[config.mk]
export PLATFORM = sky130hd
export DESIGN_NAME = rgb_to_hsv_converter_core
export DESIGN_NICKNAME = d
export VERILOG_FILES = /design/src/rgbhsv_pkg.sv /design/src/rgb_to_hsv_converter_core.sv
export VERILOG_INCLUDE_DIRS = /design/src /design/src/src
export SDC_FILE = /design/constraint.sdc
export NUM_CORES = 1
export LEC_CHECK = 0
export BUFFER_PORTS_ARGS = -buffer_cell sky130_fd_sc_hd__buf_2
export CAP_MARGIN = 20
export CORE_MARGIN = 1.5
export CORE_UTILIZATION = 50
export DETAILED_ROUTE_END_ITERATION = 8
export HOLD_SLACK_MARGIN = 0.08
export PLACE_DENSITY_LB_ADDON = 0.2
export SKIP_LAST_GASP = 1
export SLEW_MARGIN = 20
export SYNTH_ARGS = -nofsm -noshare
export SYNTH_HDL_FRONTEND = slang
export SYNTH_SLANG_ARGS = --single-unit
[constraint.sdc]
create_clock -name clk_i -period 8.5 [get_ports clk_i]
set_clock_uncertainty 0.15 [all_clocks]
set_input_delay 0.425 -clock clk_i [delete_from_list [all_inputs] [get_ports clk_i]]
set_output_delay 0.425 -clock clk_i [all_outputs]
set_load 0.05 [all_outputs]
[src/assert_macros.svh]
// assertion helpers used by the converter core
`ifndef ASSERT_MACROS_SVH
`define ASSERT_MACROS_SVH

`ifndef SYNTH

// prop holds at every clock edge outside reset
`define ASSERT_PROP(lbl, clk, rstn, prop) \
  lbl: assert property (@(posedge clk) disable iff (!(rstn)) (prop)) \
    else $error("assertion lbl failed");

// cond must never be seen at a clock edge outside reset
`define ASSERT_NEVER(lbl, clk, rstn, cond) \
  lbl: assert property (@(posedge clk) disable iff (!(rstn)) !(cond)) \
    else $error("assertion lbl failed");

`else

`define ASSERT_PROP(lbl, clk, rstn, prop)
`define ASSERT_NEVER(lbl, clk, rstn, cond)

`endif

`endif

[src/rgbhsv_pkg.sv]
`default_nettype none

package rgbhsv_pkg;

  localparam int unsigned CompW   = 8;
  localparam int unsigned HueW    = 15;
  // hue numerator 7680*|diff| + chroma, divided by 2*chroma
  localparam int unsigned NumHW   = 21;
  localparam int unsigned DenHW   = 9;
  localparam int unsigned QHW     = 12;
  // saturation numerator 510*chroma + max, divided by 2*max
  localparam int unsigned NumSW   = 17;
  localparam int unsigned DenSW   = 9;
  localparam int unsigned QSW     = 8;
  localparam int unsigned HueSW   = 17;

  localparam int unsigned HueSector    = 3840;
  localparam int unsigned HueNumScale  = 2 * HueSector;
  localparam int unsigned SatNumScale  = 2 * 255;
  localparam int unsigned HueGreenBase = 7680;
  localparam int unsigned HueBlueBase  = 15360;
  localparam int unsigned HueFullTurn  = 23040;

  typedef enum logic [1:0] {
    SecRed,
    SecGreen,
    SecBlue
  } sector_e;

  // after max/min search
  typedef struct packed {
    sector_e           sector;
    logic              neg;
    logic              grey;
    logic [CompW-1:0]  mx;
    logic [CompW-1:0]  chroma;
    logic [CompW-1:0]  mag;
    logic [CompW-1:0]  alpha;
  } front_t;

  // one stage of the two long divisions
  typedef struct packed {
    sector_e           sector;
    logic              neg;
    logic              grey;
    logic [CompW-1:0]  mx;
    logic [CompW-1:0]  alpha;
    logic [NumHW-1:0]  rem_h;
    logic [DenHW-1:0]  den_h;
    logic [QHW-1:0]    q_h;
    logic [NumSW-1:0]  rem_s;
    logic [DenSW-1:0]  den_s;
    logic [QSW-1:0]    q_s;
  } div_t;

endpackage

`default_nettype wire

[src/rgb_to_hsv_converter_core.sv]
`default_nettype none
// channel  | dir | tdata (low bit up)                          | tuser
// s_axis   | in  | red 8, green 8, blue 8, alpha 8 (32 bits)   | -
// m_axis   | out | hue 15, saturation 8, value 8, alpha 8, pad | hue_missing
//
// one word per clock sustained while m_axis_tready stays high
// the division stages form two restoring dividers, one quotient bit per stage (12 for hue)
// reset clears only the stage valid bits; payload registers are not reset
// every stage holds its word when the next one is full and stalled, and empty
// stages are filled up, so s_axis_tready drops only when the whole pipe is full
`include "assert_macros.svh"

module rgb_to_hsv_converter_core (
  input  wire logic        clk_i,
  input  wire logic        rst_ni,
  input  wire logic        s_axis_tvalid,
  output logic             s_axis_tready,
  input  wire logic [31:0] s_axis_tdata,   // red, green, blue, alpha
  output logic             m_axis_tvalid,
  input  wire logic        m_axis_tready,
  output logic [39:0]      m_axis_tdata,   // hue, saturation, value, alpha, zero pad
  output logic             m_axis_tuser    // hue_missing
);

  import rgbhsv_pkg::*;

  localparam int unsigned NDiv = QHW;

  logic [CompW-1:0] red, green, blue, alpha_in;
  logic [CompW-1:0] mx_rg, mn_rg, mx, mn;
  logic signed [CompW:0] diff;

  front_t front_d, front_q;
  logic   front_vld_q;
  logic   front_adv;

  div_t   div_q   [NDiv+1];
  div_t   div_d   [NDiv+1];
  logic   div_vld_q [NDiv+1];
  logic   div_adv   [NDiv+1];

  logic                  out_adv;
  logic                  out_vld_q;
  logic [HueW-1:0]       hue_d, hue_q;
  logic                  miss_q;
  logic [CompW-1:0]      sat_d, sat_q;
  logic [CompW-1:0]      val_q, alpha_q;
  logic signed [HueSW-1:0] hue_base, hue_off, hue_raw;

  // stage advance chain, from the output back to the input
  assign out_adv = !out_vld_q || m_axis_tready;
  assign div_adv[NDiv] = !div_vld_q[NDiv] || out_adv;
  for (genvar k = 0; k < NDiv; k++) begin : g_adv
    assign div_adv[k] = !div_vld_q[k] || div_adv[k+1];
  end
  assign front_adv     = !front_vld_q || div_adv[0];
  assign s_axis_tready = front_adv;

  // max, min, sector and signed difference
  assign red      = s_axis_tdata[7:0];
  assign green    = s_axis_tdata[15:8];
  assign blue     = s_axis_tdata[23:16];
  assign alpha_in = s_axis_tdata[31:24];

  always_comb begin
    mx_rg = (red > green) ? red : green;
    mn_rg = (red < green) ? red : green;
    mx    = (blue > mx_rg) ? blue : mx_rg;
    mn    = (blue < mn_rg) ? blue : mn_rg;
    // red wins ties, then green
    if (mx == red) begin
      front_d.sector = SecRed;
      diff = $signed({1'b0, green}) - $signed({1'b0, blue});
    end else if (mx == green) begin
      front_d.sector = SecGreen;
      diff = $signed({1'b0, blue}) - $signed({1'b0, red});
    end else begin
      front_d.sector = SecBlue;
      diff = $signed({1'b0, red}) - $signed({1'b0, green});
    end
    front_d.neg    = diff[CompW];
    front_d.mag    = diff[CompW] ? CompW'(-diff) : diff[CompW-1:0];
    front_d.mx     = mx;
    front_d.chroma = mx - mn;
    front_d.grey   = (mx == mn);
    front_d.alpha  = alpha_in;
  end

  // numerators carry the half divisor so a floor quotient rounds to nearest
  always_comb begin
    div_d[0].sector = front_q.sector;
    div_d[0].neg    = front_q.neg;
    div_d[0].grey   = front_q.grey;
    div_d[0].mx     = front_q.mx;
    div_d[0].alpha  = front_q.alpha;
    div_d[0].rem_h  = NumHW'(front_q.mag) * NumHW'(HueNumScale) + NumHW'(front_q.chroma);
    div_d[0].den_h  = {front_q.chroma, 1'b0};
    div_d[0].q_h    = '0;
    div_d[0].rem_s  = NumSW'(front_q.chroma) * NumSW'(SatNumScale) + NumSW'(front_q.mx);
    div_d[0].den_s  = {front_q.mx, 1'b0};
    div_d[0].q_s    = '0;
  end

  // restoring division, one hue quotient bit per stage; saturation bits only in stages below bit QSW
  for (genvar k = 0; k < NDiv; k++) begin : g_div
    localparam int unsigned HBit = NDiv - 1 - k;
    logic [NumHW-1:0] trial_h;
    assign trial_h = NumHW'(div_q[k].den_h) << HBit;

    if (HBit < QSW) begin : g_sat
      logic [NumSW-1:0] trial_s;
      assign trial_s = NumSW'(div_q[k].den_s) << HBit;
      always_comb begin
        div_d[k+1] = div_q[k];
        if (div_q[k].rem_h >= trial_h) begin
          div_d[k+1].rem_h    = div_q[k].rem_h - trial_h;
          div_d[k+1].q_h[HBit] = 1'b1;
        end
        if (div_q[k].rem_s >= trial_s) begin
          div_d[k+1].rem_s    = div_q[k].rem_s - trial_s;
          div_d[k+1].q_s[HBit] = 1'b1;
        end
      end
    end else begin : g_hue_only
      always_comb begin
        div_d[k+1] = div_q[k];
        if (div_q[k].rem_h >= trial_h) begin
          div_d[k+1].rem_h    = div_q[k].rem_h - trial_h;
          div_d[k+1].q_h[HBit] = 1'b1;
        end
      end
    end
  end

  // sector offset, sign and wrap into one turn
  always_comb begin
    case (div_q[NDiv].sector)
      SecRed:   hue_base = '0;
      SecGreen: hue_base = HueSW'(HueGreenBase);
      SecBlue:  hue_base = HueSW'(HueBlueBase);
      default:  hue_base = '0;
    endcase
    hue_off = $signed({{(HueSW-QHW){1'b0}}, div_q[NDiv].q_h});
    hue_raw = div_q[NDiv].neg ? (hue_base - hue_off) : (hue_base + hue_off);
    if (hue_raw < 0) begin
      hue_raw = hue_raw + $signed(HueSW'(HueFullTurn));
    end else if (hue_raw >= $signed(HueSW'(HueFullTurn))) begin
      hue_raw = hue_raw - $signed(HueSW'(HueFullTurn));
    end
    if (div_q[NDiv].grey) begin
      hue_d = '0;
      sat_d = '0;
    end else begin
      hue_d = hue_raw[HueW-1:0];
      sat_d = div_q[NDiv].q_s;
    end
  end

  // valid bits
  always_ff @(posedge clk_i or negedge rst_ni) begin
    if (!rst_ni) begin
      front_vld_q <= 1'b0;
      for (int k = 0; k <= NDiv; k++) begin
        div_vld_q[k] <= 1'b0;
      end
      out_vld_q <= 1'b0;
    end else begin
      if (front_adv) begin
        front_vld_q <= s_axis_tvalid;
      end
      if (div_adv[0]) begin
        div_vld_q[0] <= front_vld_q;
      end
      for (int k = 0; k < NDiv; k++) begin
        if (div_adv[k+1]) begin
          div_vld_q[k+1] <= div_vld_q[k];
        end
      end
      if (out_adv) begin
        out_vld_q <= div_vld_q[NDiv];
      end
    end
  end

  // payload
  always_ff @(posedge clk_i) begin
    if (front_adv) begin
      front_q <= front_d;
    end
    for (int k = 0; k <= NDiv; k++) begin
      if (div_adv[k]) begin
        div_q[k] <= div_d[k];
      end
    end
    if (out_adv) begin
      hue_q   <= hue_d;
      miss_q  <= div_q[NDiv].grey;
      sat_q   <= sat_d;
      val_q   <= div_q[NDiv].mx;
      alpha_q <= div_q[NDiv].alpha;
    end
  end

  assign m_axis_tvalid = out_vld_q;
  assign m_axis_tdata  = {1'b0, alpha_q, val_q, sat_q, hue_q};
  assign m_axis_tuser  = miss_q;

  `ASSERT_PROP(a_grey_zero, clk_i, rst_ni, (out_vld_q && miss_q) |-> (hue_q == '0 && sat_q == '0))
  `ASSERT_NEVER(a_hue_range, clk_i, rst_ni, out_vld_q && (hue_q >= HueW'(HueFullTurn)))
  `ASSERT_PROP(a_colour_nonzero, clk_i, rst_ni, (out_vld_q && !miss_q) |-> (val_q != '0 && sat_q != '0))
  `ASSERT_PROP(a_full_stall, clk_i, rst_ni, !s_axis_tready |-> (m_axis_tvalid && !m_axis_tready))

endmodule

`default_nettype wire

; Yosys cells after proc, flatten, opt, wreduce, memory -nomap -nowiden
; Memory sizes are Yosys's and may differ from the RTL's.
; Cells that the tools add are included.
[word_totals]
regBits = 91
mem_bits_rw = 1248
out_inout_bits = 43
memories = 1
[op_classes]
n_addsub = 31
n_mul = 2
order_cmp = 26
n_eq_ne = 5
n_mux = 78
reduce_logical = 30
[mem_list]
columns = name, words, word_bits, rd, rd_ports_with_merged_regs, write_ports, line_no
row1 = div_q, 13, 96, 13, 0, 13, rgb_to_hsv_converter_core.sv:37  ; div_t div_q [NDiv+1];
[ops]
columns = operator, n
row1 = 21-bit two-way mux, 12
row2 = 17-bit two-way mux, 9
row3 = 1-bit two-way mux, 46
row4 = 8-bit two-way mux, 5
row5 = 17-bit by 13-bit subtractor with 17-bit output, 2
row6 = 15-bit two-way mux, 2
row7 = 14-bit one-hot mux with 2 select lines, 1
row8 = 8-bit by 8-bit subtractor with 9-bit output, 3
row9 = 8-bit == test, 3
row10 = 21-bit by 8-bit adder with 21-bit output, 1
row11 = 21-bit by 10-bit greater-or-equal comparator with 1-bit output, 1
row12 = 21-bit by 11-bit greater-or-equal comparator with 1-bit output, 1
row13 = 21-bit by 12-bit greater-or-equal comparator with 1-bit output, 1
row14 = 21-bit by 13-bit greater-or-equal comparator with 1-bit output, 1
row15 = 21-bit by 14-bit greater-or-equal comparator with 1-bit output, 1
row16 = 21-bit by 15-bit greater-or-equal comparator with 1-bit output, 1
row17 = 21-bit by 16-bit greater-or-equal comparator with 1-bit output, 1
row18 = 21-bit by 17-bit greater-or-equal comparator with 1-bit output, 1
row19 = 21-bit by 18-bit greater-or-equal comparator with 1-bit output, 1
row20 = 21-bit by 19-bit greater-or-equal comparator with 1-bit output, 1
row21 = 21-bit by 20-bit greater-or-equal comparator with 1-bit output, 1
row22 = 21-bit by 9-bit greater-or-equal comparator with 1-bit output, 1
row23 = 21-bit by 10-bit subtractor with 21-bit output, 1
row24 = 21-bit by 11-bit subtractor with 21-bit output, 1
row25 = other kinds (43), 74

; Logic depth before layout (Yosys ltp)
; Gate-level depths: netlist of the first run.
[logic_depth]
ltp_word = 17
ltp_mapped = 27
mapped_depth_nobuf = 25

; Worst setup path after synthesis of the first run
; OpenSTA, ideal clock, no wires.
[synth_timing]
path_type = reg2reg
start = reg out_vld_q, in the netlist m_axis_tvalid
end = reg front_q (netlist bit div_d[1161]) (enable)
setup_time_ns = 0.855
arrival_ns = 6.181
path_slack_ns = 1.314
stages_incl_launch_ff = 10
path_cell_list = dfrtp_1 -> nor2b_1 -> nand2_1 -> nor2_1 -> and2_1 -> and3_1 -> and2_1 -> nand3_1 -> nor2_1 -> nand4_1
[synth_lines]
columns = element, line_no
row1 = "start, declared", rgb_to_hsv_converter_core.sv:43  ; logic out_vld_q;
row2 = "start signal, assigned", rgb_to_hsv_converter_core.sv:180  ; out_vld_q <= div_vld_q[NDiv];
row3 = "end signal, assigned", rgb_to_hsv_converter_core.sv:188  ; front_q <= front_d;
row4 = "end, declared", rgb_to_hsv_converter_core.sv:33  ; front_t front_d, front_q;

==> impl_metrics.csv, run 1 <==
group,metric,value,unit
status,outcome,"finished, final reports clean",
sta,period_share,76.5,%
final_layout,area_delta_synth_final,11.6,%
critical_path,worst_path_max_delay_cell,"and4bb_1",
critical_path,cp_cell_sequence,"buf_2, inv_1, ha_1, nand3_1, a211oi_1, or2_1, and2_1, a21oi_1, ha_1, nand2_1, nor2_1, o21ai_0, o21ai_1, nand3_4, mux2_2, xnor2_1, and4bb_1, mux2_2, mux2_2, inv_1, ha_1, mux2_2",
sta,finalMaxSlewViolations,0,
synth,yosysSeqAreaShare,62.9,%
synth,synth.ff_latch_count,925,
synth,yosysMostFrequentCell,"edfxtp_1",
floorplanning,die_area,89800,µm²
final_layout,fin_nets,3820,
critical_path,slowest_delay,0.60,ns
sta,hold_violations,0,
global_route,grt_util_all_layers,18.4,%
synth,synth-edff-count,910,
global_route,grt_max_degree,82,
floorplanning,top_level_ports,79,
synth,yosys.cell_types.count,75,
clock_tree,root_buffer,"clkbuf_16",
synth,yosys-top-cells-area,"edfxtp_1 (62%), ha_1 (7.9%), xnor2_1 (3.2%), inv_1 (3.1%), fa_1 (3.0%)",
critical_path,cpLargestDelayFamily,"simple AND/OR/NAND/NOR gates",
clock_tree,tritoncts,"built",
sta,max_slew_margin,30.5,%
clock_tree,clock_insertion_delay_worst_skew,0.67,ns
run,drv_cap,0,
global_route,grt_first_pass_wirelength,132000,µm
drt,ant_nets,0,
clock_tree,clk_pin_slew_worst_paths,0.06,ns
critical_path,crit_arrival,6.77,ns
critical_path,crit_buf_inv,3,
drt,first_pass_iters,5,
worst_hold_path,min_path_type,"in2reg",
clock_tree,htreeDepth,3,
sta,final-setup-viol-count,0,
floorplanning,initial_core_util,50.6,%
clock_tree,cts_buffers,94,
synth,avgSynthCellArea,13.4,µm²
global_route,overflow,0,
synth,yosysTopAreaCell,"edfxtp_1",
sta,layout_min_cycle_time,6.50,ns
synth,syn_area,44000,µm²
floorplanning,die_h,300,µm
sta,rsz0062_at_grt,"no",
place,hpwl,61300,µm
place,io_buffers,77,
floorplanning,dieWidth,300,µm
critical_path,worstPathRequired,8.77,ns
critical_path,cp_common_cell,"mux2_2",
global_route,grt_pass1_vias,25612,
sta,tightest_slew,1.04,ns
drt,wire_per_inst,17.4,µm
clock_tree,ctsLongestPathBuffers,3,
drt,wl,81400,µm
synth,yosys_warnings,0,
synth,synth_nets,3659,
synth,ys.flop_type,"edfxtp_1",
synth,async_flop_share,1.62,%
global_route,grt_antenna_before_repair,0,
place,place.gp.congestion,0.940,
critical_path,startpoint_type,"primary input",
drt,num_vias,24696,
synth,synth_top_area_share,62.1,%
sta,max_freq,154,MHz
sta,tns,0,ns
critical_path,path_max_fanout,15,
drt,drtIter0Drc,1224,
drt,vias_per_cell,5.29,
drt,drc,0,
floorplanning,core_area,87000,µm²
synth,synthCells,3278,
final_layout,drive_gt1_share,8.33,%
floorplanning,placementRows,108,
synth,synthTopCellsByCount,"edfxtp_1 (910), inv_1 (358), ha_1 (278)",
critical_path,worstSetupPathType,"in2reg",
final_layout,antenna_cells,0,
clock_tree,numClockSinks,925,
critical_path,critPathCaptureType,"flop",
-- logic make-up (layout without fill, tap and decap cells) --
family	after synthesis	in the layout	share of synthesized area (%)
AOI/OAI and AO/OA	564	564	7.79
and+or+nand+nor	737	737	8.53
DFF	925	925	62.9
muxes	48	48	1.18
adders and majority gates	345	345	10.9
xor gates and xnor gates	256	256	5.11
buffers and inverters	402	640	3.51
other	1	1	0.00852
-- path summary, 6_finish.rpt --
check,startpoint,endpoint,slack [ns],cells past startpoint
max,s_axis_tdata[15],front_q[9]$_DFFE_PP_,2.00,22
min,s_axis_tdata[20],div_d[1165]$_DFFE_PP_,0.19,3
max reg2reg,div_d[1202]$_DFFE_PP_,div_q[0][33]$_DFFE_PP_,3.23,16
min reg2reg,div_q[0][476]$_DFFE_PP_,div_q[0][572]$_DFFE_PP_,0.24,0
max in group asynchronous,rst_ni,div_vld_q[3]$_DFFE_PN0P_,6.98,3
min in group asynchronous,rst_ni,front_vld_q$_DFFE_PN0P_,0.73,3
-- cell type report --
class                           count  area [µm²]
Tap cell                         1155        1450
Sequential cell                   925       27700
Clock buffer                      115        2430
Timing Repair Buffer              108         648
Inverter                          359        1350
Clock inverter                     58         727
Fill cell                        6954       37900
Multi-Input combinational cell   1951       14800
-- routing by layer --
| layer | share of wire (%) | GRT usage (%) | vias to the layer above |
|---|---|---|---|
| met5 | 0 | 0 | - |
| met4 | 3.1 | 6.48 | 0 |
| met3 | 3.3 | 2.68 | 172 |
| met2 | 51 | 33.3 | 424 |
| met1 | 43 | 22.5 | 11905 |
| li1 | - | - | 12195 |
-- worst min-delay path, stage by stage --
cell	delay, ns
buf_2	0.19
nor2_1	0.15
a21oi_2	0.07
-- stage by stage --
stage                     setup slack (ns)  utilization, %  cell area [µm²]  std cells  hold WS, ns
after floorplan                       1.31               -            44000       3278      -0.0206
after global placement                1.40            52.7            45800       4486        0.191
after detailed placement              1.29            52.7            45800       4486        0.214
after CTS                             1.97            56.4            49100       4671        0.148
after global routing                  1.48            56.4            49100       4671        0.174
final                                 2.00            56.4            49100       4671        0.191
-- flip-flops by register name, indices dropped and copies added, names as in the netlist --
| signal | count |
|---|---|
| alpha_q | 8 |
| div_d | 28 |
| div_q | 834 |
| div_vld_q | 13 |
| front_q | 8 |
| front_vld_q | 1 |
| hue_q | 15 |
| m_axis_tuser | 1 |
| m_axis_tvalid | 1 |
| sat_q | 8 |
| val_q | 8 |
-- what timing repair did --
action                                 CTS  global route
endpoints found under the hold margin   25             0
hold buffers                            12             0
setup buffers                            0             0
resized for setup                        0             0
-- layout by cell type (no fill, tap or decap), drive strengths merged, types with 24 or more instances in the layout --
master  count
buf        96
nand2     137
nor2b      59
nor2      211
nand2b     71
nand3      46
edfxtp    910
a21oi     227
mux2i      25
fa         67
o21ai     121
a21o       84
nor3       44
ha        278
o21bai     24
clkbuf    115
xnor2     164
nand4      35
clkinv     36
nor4       46
xor2       92
inv       362
Power of run 1 is left out: the tool's default activity adds up to more than one toggle a clock period on the data nets, which glitch-free logic cannot reach.
==> run 2, diff against run 1 <==
--- a/config.mk
+++ b/config.mk
@@ -6,6 +6,7 @@
 export SDC_FILE = /design/constraint.sdc
 export NUM_CORES = 1
 export LEC_CHECK = 0
+export ABC_AREA = 1
 export BUFFER_PORTS_ARGS = -buffer_cell sky130_fd_sc_hd__buf_2
 export CAP_MARGIN = 20
 export CORE_MARGIN = 1.5
==> constraint.sdc (replaced) <==
create_clock -name clk_i -period 5.8 [get_ports clk_i]
set_clock_uncertainty 0.15 [all_clocks]
set_input_delay 0.29 -clock clk_i [delete_from_list [all_inputs] [get_ports clk_i]]
set_output_delay 0.29 -clock clk_i [all_outputs]
set_load 0.05 [all_outputs]
==> run 2 against run 1 <==
  * Non-clock buffer count rose by 10
  * Critical path depth fell by 4
  * Setup slack got worse by 1.4 ns
  * Largest cell class unchanged
  * Routed wire length fell by 11%
  * Synthesized cell count rose by 12%
  * Hold slack got worse by 0.069 ns
  * Final cell count rose by 9.5%
  * Clock-buffer cell count rose by 5
  * Cell area rose by 0.92%
  * Area after synthesis rose by 0.67%
  * Global-route usage fell by 2.0 points
==> impl_metrics.csv, run 2 <==
group,metric,value,unit
global_route,grt_util_all_layers,16.4,%
sta,finalMaxSlewViolations,0,
sta,max_slew_margin,34.3,%
sta,hold_violations,0,
place,dp_cells,4923,
final_layout,final_cells,5116,
floorplanning,initial_core_util,50.3,%
run,drv_cap,0,
final_layout,regMostFlops,"div_q",
final_layout,largest_reg_flops,834,
clock_tree,cts_buffers,95,
synth,yosys_warnings,0,
synth,synth_top_area_share,61.7,%
critical_path,reg2reg_from,"div_d[1202]$_DFFE_PP_",
worst_hold_path,whs_path_depth,3,
drt,drtIter0Drc,1036,
global_route,grt_antenna_before_repair,0,
critical_path,regToRegSetupSlack,0.61,ns
drt,wire_per_inst,14.2,µm
sta,period_share,89.4,%
critical_path,r2r_end,"div_q[0][33]$_DFFE_PP_",
final_layout,drive_gt1_share,7.74,%
floorplanning,top_level_ports,79,
drt,num_vias,25493,
critical_path,cpLargestDelayFamily,"adder cells",
drt,wl,72600,µm
synth,synth-edff-count,910,
place,hpwl,55100,µm
synth,async_flop_share,1.62,%
floorplanning,die_area,90400,µm²
critical_path,crit_buf_inv,3,
final_layout,postLayoutCellArea,49600,µm²
clock_tree,root_buffer,"clkbuf_16",
final_layout,fin_nets,4253,
synth,synthTopCellsByCount,"edfxtp_1 (910), inv_1 (571), nand2_1 (491)",
global_route,grt_pass1_vias,25416,
clock_tree,clk_pin_slew_worst_paths,0.06,ns
synth,synth_nets,4068,
final_layout,antenna_cells,0,
worst_hold_path,min_path_type,"in2reg",
critical_path,worstSetupPathType,"reg2reg",
synth,yosysMostFrequentCell,"edfxtp_1",
critical_path,cp_cell_sequence,"fa_1, inv_1, fa_1, inv_1, fa_1, fa_1, ha_1, inv_1, o21bai_1, a21oi_1, o21bai_1, a21oi_1, o21bai_1, a21oi_1, o21ai_0, xor2_1, nand2_1, xor2_1",
clock_tree,ctsLongestPathBuffers,3,
floorplanning,core_area,88100,µm²
synth,yosys-top-cells-area,"edfxtp_1 (62%), ha_1 (7.8%), inv_1 (4.8%), nand2_1 (4.2%), xor2_1 (3.1%)",
critical_path,slowest_delay,0.65,ns
drt,ant_nets,0,
place,place.gp.congestion,0.882,
clock_tree,cts.repair.resized,0,
critical_path,ff2ff_path_depth,18,
critical_path,critPathCaptureType,"flop",
sta,layout_min_cycle_time,5.19,ns
critical_path,startpoint_type,"flop",
place,placed_area,46400,µm²
sta,rsz0062_at_grt,"no",
synth,syn_area,44300,µm²
global_route,grt_first_pass_wirelength,121000,µm
final_layout,area_delta_synth_final,11.9,%
clock_tree,numClockSinks,925,
critical_path,cp_common_cell,"fa_1",
place,io_buffers,77,
drt,vias_per_cell,4.98,
sta,max_freq,193,MHz
synth,yosysTopAreaCell,"edfxtp_1",
synth,avgSynthCellArea,12.0,µm²
synth,yosysSeqAreaShare,62.5,%
drt,first_pass_iters,5,
floorplanning,placementRows,109,
clock_tree,tritoncts,"built",
synth,yosys.cell_types.count,61,
final_layout,final_cell_mix,"edfxtp_1 (910), inv_1 (556), nand2_1 (490)",
sta,final-setup-viol-count,0,
synth,ys.flop_type,"edfxtp_1",
floorplanning,die_h,301,µm
status,outcome,"finished, final reports clean",
drt,drc,0,
critical_path,worst_path_max_delay_cell,"fa_1",
critical_path,crit_arrival,5.43,ns
critical_path,path_max_fanout,6,
sta,tightest_slew,0.985,ns
global_route,overflow,0,
synth,synthCells,3687,
critical_path,worstPathRequired,6.04,ns
final_layout,final_common_cell,"edfxtp_1",
clock_tree,htreeDepth,3,
global_route,grt_max_degree,83,
worst_hold_path,hp-start,"s_axis_tdata[18]",
floorplanning,dieWidth,301,µm
clock_tree,clock_insertion_delay_worst_skew,0.65,ns
synth,synth.ff_latch_count,925,
worst_hold_path,worstHoldEndpoint,"div_d[1163]$_DFFE_PP_",
==> run 2: cell types whose count changed after synthesis, sizes merged, moves of 22 or more <==
cell    previous run  this run
nor2             211       257
xor2              92       157
o21ai            121       231
nor2b             59         0
nand2b            71         0
mux2              23         1
nand2            137       509
nand3             46       142
mux2i             25         0
xnor2            164        80
a21o              84        10
a21oi            227       195
inv              359       574
==> run 2: metal layers <==
| layer | wire length [µm] | global-route usage [%] |
|---|---|---|
| met1 | 30400 | 18.9 |
| met2 | 37000 | 30.4 |
| met3 | 2250 | 2.15 |
| met4 | 2920 | 7.07 |
| met5 | 0 | 0 |
==> run 2: metrics by stage <==
step / worst slack, ns / setup TNS [ns] / hold slack (ns) / utilization, %
6_report: 0.613 / 0 / 0.122 / 56.3
3_5_place_dp: 0.438 / 0 / 0.103 / 52.6
3_3_place_gp: 0.559 / 0 / 0.0999 / 52.6
5_1_grt: 0.206 / 0 / 0.111 / 56.3
2_1_floorplan: -11.65 / -4420.52 / -0.156 / -
4_1_cts: 0.555 / 0 / 0.0857 / 56.3
==> run 2: timing repair <==
action,CTS,global route
endpoints found under the hold margin,29,0
hold buffers,17,0
buffers inserted,0,0
endpoints found under the setup margin,0,0
==> run 2: cell families (layout without fill, tap and decap cells) <==
group                    count (synthesis)  after routing  synth area share (%)
AO/OA/AOI/OAI                          516            516                  6.39
XOR/XNOR                               237            237                  4.68
adder cells (fa/ha/maj)                345            345                  10.9
buffers and inverters                  606            870                  5.19
flip-flops                             925            925                  62.5
multiplexers                             1              1                0.0254
other                                    1              1               0.00846
AND/OR/NAND/NOR                       1056           1056                  10.3
==> run 2: layout make-up <==
type | count | area (µm²)
multi-input combinational | 2156 | 14400
fill | 7310 | 38500
inverter | 576 | 2210
clock buffer | 120 | 2500
tap | 1165 | 1460
clock inverter | 56 | 523
sequential | 925 | 27700
timing repair buffer | 118 | 736
==> run 2: worst max-delay path by stage <==
stage	from	to	slack [ns]	cells after the start
6_report	div_d[1202]$_DFFE_PP_	div_q[0][33]$_DFFE_PP_	0.61	18
5_1_grt	div_d[1202]$_DFFE_PP_	div_q[0][33]$_DFFE_PP_	0.21	18
4_1_cts	div_d[1202]$_DFFE_PP_	div_q[0][33]$_DFFE_PP_	0.55	18
3_5_place_dp	s_axis_tdata[13]	front_q[12]$_DFFE_PP_	0.44	31
3_3_place_gp	s_axis_tdata[13]	front_q[12]$_DFFE_PP_	0.56	31
2_1_floorplan	m_axis_tvalid$_DFFE_PN0P_	div_q[0][18]$_DFFE_PP_	-11.65	29
==> run 2: worst min-delay path, stage by stage <==
cell     delay [ns]
buf_2          0.17
nand3_1        0.16
nand2_2        0.11
Power of run 2 is left out for the same reason.
==> run 3, diff against run 2 <==
==> constraint.sdc (replaced) <==
create_clock -name clk_i -period 5.8 [get_ports clk_i]
set_clock_uncertainty 0.15 [all_clocks]
set_input_delay 0.29 -clock clk_i [delete_from_list [all_inputs] [get_ports clk_i]]
set_output_delay 0.29 -clock clk_i [all_outputs]
set_load 0.02 [all_outputs]
==> run 3 against run 2 <==
  * Core utilization is 0.061 points lower
  * Sequential share of layout area is 0.058 points higher
  * Clock-buffer cell count is 5 lower
  * Via count is 0.73% lower
  * Cell area is 0.11% lower
  * First-iteration DRC count is 2.8% higher
  * Hold slack better by 0.018 ns
==> impl_metrics.csv, run 3 (synthesis results as in run 2) <==
group,metric,value,unit
status,outcome,"finished, final reports clean",
critical_path,regToRegSetupSlack,0.65,ns
worst_hold_path,min_path_type,"in2reg",
sta,max_freq,191,MHz
drt,drc,0,
global_route,grt_first_pass_wirelength,121000,µm
place,place.gp.congestion,0.886,
sta,hold_violations,0,
critical_path,crit_arrival,5.44,ns
clock_tree,post-cts-setup-buffer-count,0,
clock_tree,clock_insertion_delay_worst_skew,0.64,ns
drt,drtIter0Drc,1065,
place,hpwl,56300,µm
final_layout,fin_nets,4258,
place,io_buffers,77,
clock_tree,tritoncts,"built",
floorplanning,die_h,301,µm
drt,num_vias,25307,
final_layout,regMostFlops,"div_q",
critical_path,worstPathRequired,5.99,ns
global_route,grt_util_all_layers,16.6,%
sta,rsz0062_at_grt,"no",
clock_tree,cts_buffers,93,
run,drv_cap,0,
final_layout,final_cell_mix,"edfxtp_1 (910), inv_1 (559), nand2_1 (490)",
drt,vias_per_cell,4.94,
global_route,grt_pass1_vias,25371,
floorplanning,initial_core_util,50.3,%
clock_tree,htreeDepth,3,
final_layout,largest_reg_flops,834,
final_layout,regArea,27700,µm²
sta,finalMaxSlewViolations,0,
clock_tree,numClockSinks,925,
global_route,grt_antenna_before_repair,1,
critical_path,worstSetupPathType,"in2reg",
floorplanning,die_area,90400,µm²
worst_hold_path,hp-start,"s_axis_tdata[4]",
sta,max_slew_margin,34.1,%
drt,first_pass_iters,5,
final_layout,num-fill-cells,7345,
global_route,overflow,0,
sta,tightest_slew,0.985,ns
critical_path,r2r_end,"div_q[0][33]$_DFFE_PP_",
clock_tree,ctsLongestPathBuffers,3,
clock_tree,clk_pin_slew_worst_paths,0.07,ns
global_route,grt_max_degree,71,
final_layout,drive_gt1_share,7.72,%
floorplanning,placementRows,109,
critical_path,startpoint_type,"primary input",
critical_path,critPathCaptureType,"flop",
drt,ant_nets,0,
sta,timing.hold.ws,0.140,ns
final_layout,final_common_cell,"edfxtp_1",
drt,wl,73700,µm
floorplanning,dieWidth,301,µm
sta,layout_min_cycle_time,5.25,ns
critical_path,reg2reg_from,"div_d[1202]$_DFFE_PP_",
clock_tree,root_buffer,"clkbuf_16",
sta,final-setup-viol-count,0,
worst_hold_path,worstHoldEndpoint,"div_d[1165]$_DFFE_PP_",
sta,period_share,90.5,%
final_layout,multi_input_area,14300,µm²
floorplanning,core_area,88100,µm²
worst_hold_path,whs_path_depth,5,
final_layout,postLayoutCellArea,49500,µm²
floorplanning,top_level_ports,79,
drt,wire_per_inst,14.4,µm
critical_path,path_max_fanout,18,
final_layout,area_delta_synth_final,11.7,%
critical_path,ff2ff_path_depth,18,
place,placed_area,46300,µm²
## run 3: metal layers
layer / track usage (%) / vias to the layer above / wire [µm]
met1: 18.5 / 11617 / 30600
li1: - / 13160 / -
met5: 0 / - / 0
met3: 2.68 / 173 / 2300
met2: 30.4 / 357 / 36900
met4: 8.58 / 0 / 3890
## run 3: how the worst max path moves through the flow
stage,start,to,slack [ns],depth (start not counted)
finish,s_axis_tdata[11],div_d[1206]$_DFFE_PP_,0.55,28
global route,m_axis_tvalid$_DFFE_PN0P_,s_axis_tready,0.03,30
floorplan,m_axis_tvalid$_DFFE_PN0P_,div_q[0][18]$_DFFE_PP_,-11.44,29
CTS,m_axis_tvalid$_DFFE_PN0P_,s_axis_tready,0.14,30
global placement,s_axis_tdata[14],div_d[1206]$_DFFE_PP_,0.38,26
detailed placement,s_axis_tdata[14],div_d[1206]$_DFFE_PP_,0.37,26
## run 3: through the flow
stage          instances  worst slack, ns  utilization (%)  TNS [ns]
6_report            5119            0.551             56.2         0
3_3_place_gp        4929            0.378             52.5         0
2_1_floorplan       3687           -11.44                -  -4514.00
3_5_place_dp        4929            0.369             52.5         0
5_1_grt             5119           0.0298             56.2         0
4_1_cts             5117            0.139             56.2         0
## run 3: timing repair
| item | in CTS | in global routing |
|---|---|---|
| gates resized for setup | 0 | 3 |
| setup endpoints to repair | 0 | 1 |
| hold endpoints to repair | 30 | 0 |
| hold buffers | 17 | 0 |
## run 3: worst max-delay path: stages
cell,delay (ns)
dlygate4sd3_1,0.51
buf_2,0.13
inv_1,0.09
ha_1,0.37
nand2_2,0.09
nor2_1,0.17
nand3_1,0.14
nand3_4,0.12
buf_4,0.23
nand2_1,0.07
o21ai_0,0.10
ha_1,0.28
a21oi_1,0.15
nor2_1,0.05
a211oi_1,0.50
nand2_1,0.34
inv_1,0.13
nand2_1,0.05
o21ai_0,0.15
inv_1,0.09
ha_1,0.31
nand2_1,0.06
o21ai_0,0.25
a21oi_1,0.10
o21ai_0,0.26
a21o_1,0.16
a21oi_1,0.06
xor2_1,0.17
## run 3: area by class of cell
type / instances / share of cell area, %
Clock inverter: 56 / 1.09
Timing Repair Buffer: 125 / 1.59
Tap cell: 1165 / 2.94
Inverter: 576 / 4.41
Multi-Input combinational cell: 2156 / 28.9
Sequential cell: 925 / 55.9
Antenna cell: 1 / 0.00505
Clock buffer: 115 / 5.07
Power of run 3 is left out for the same reason.
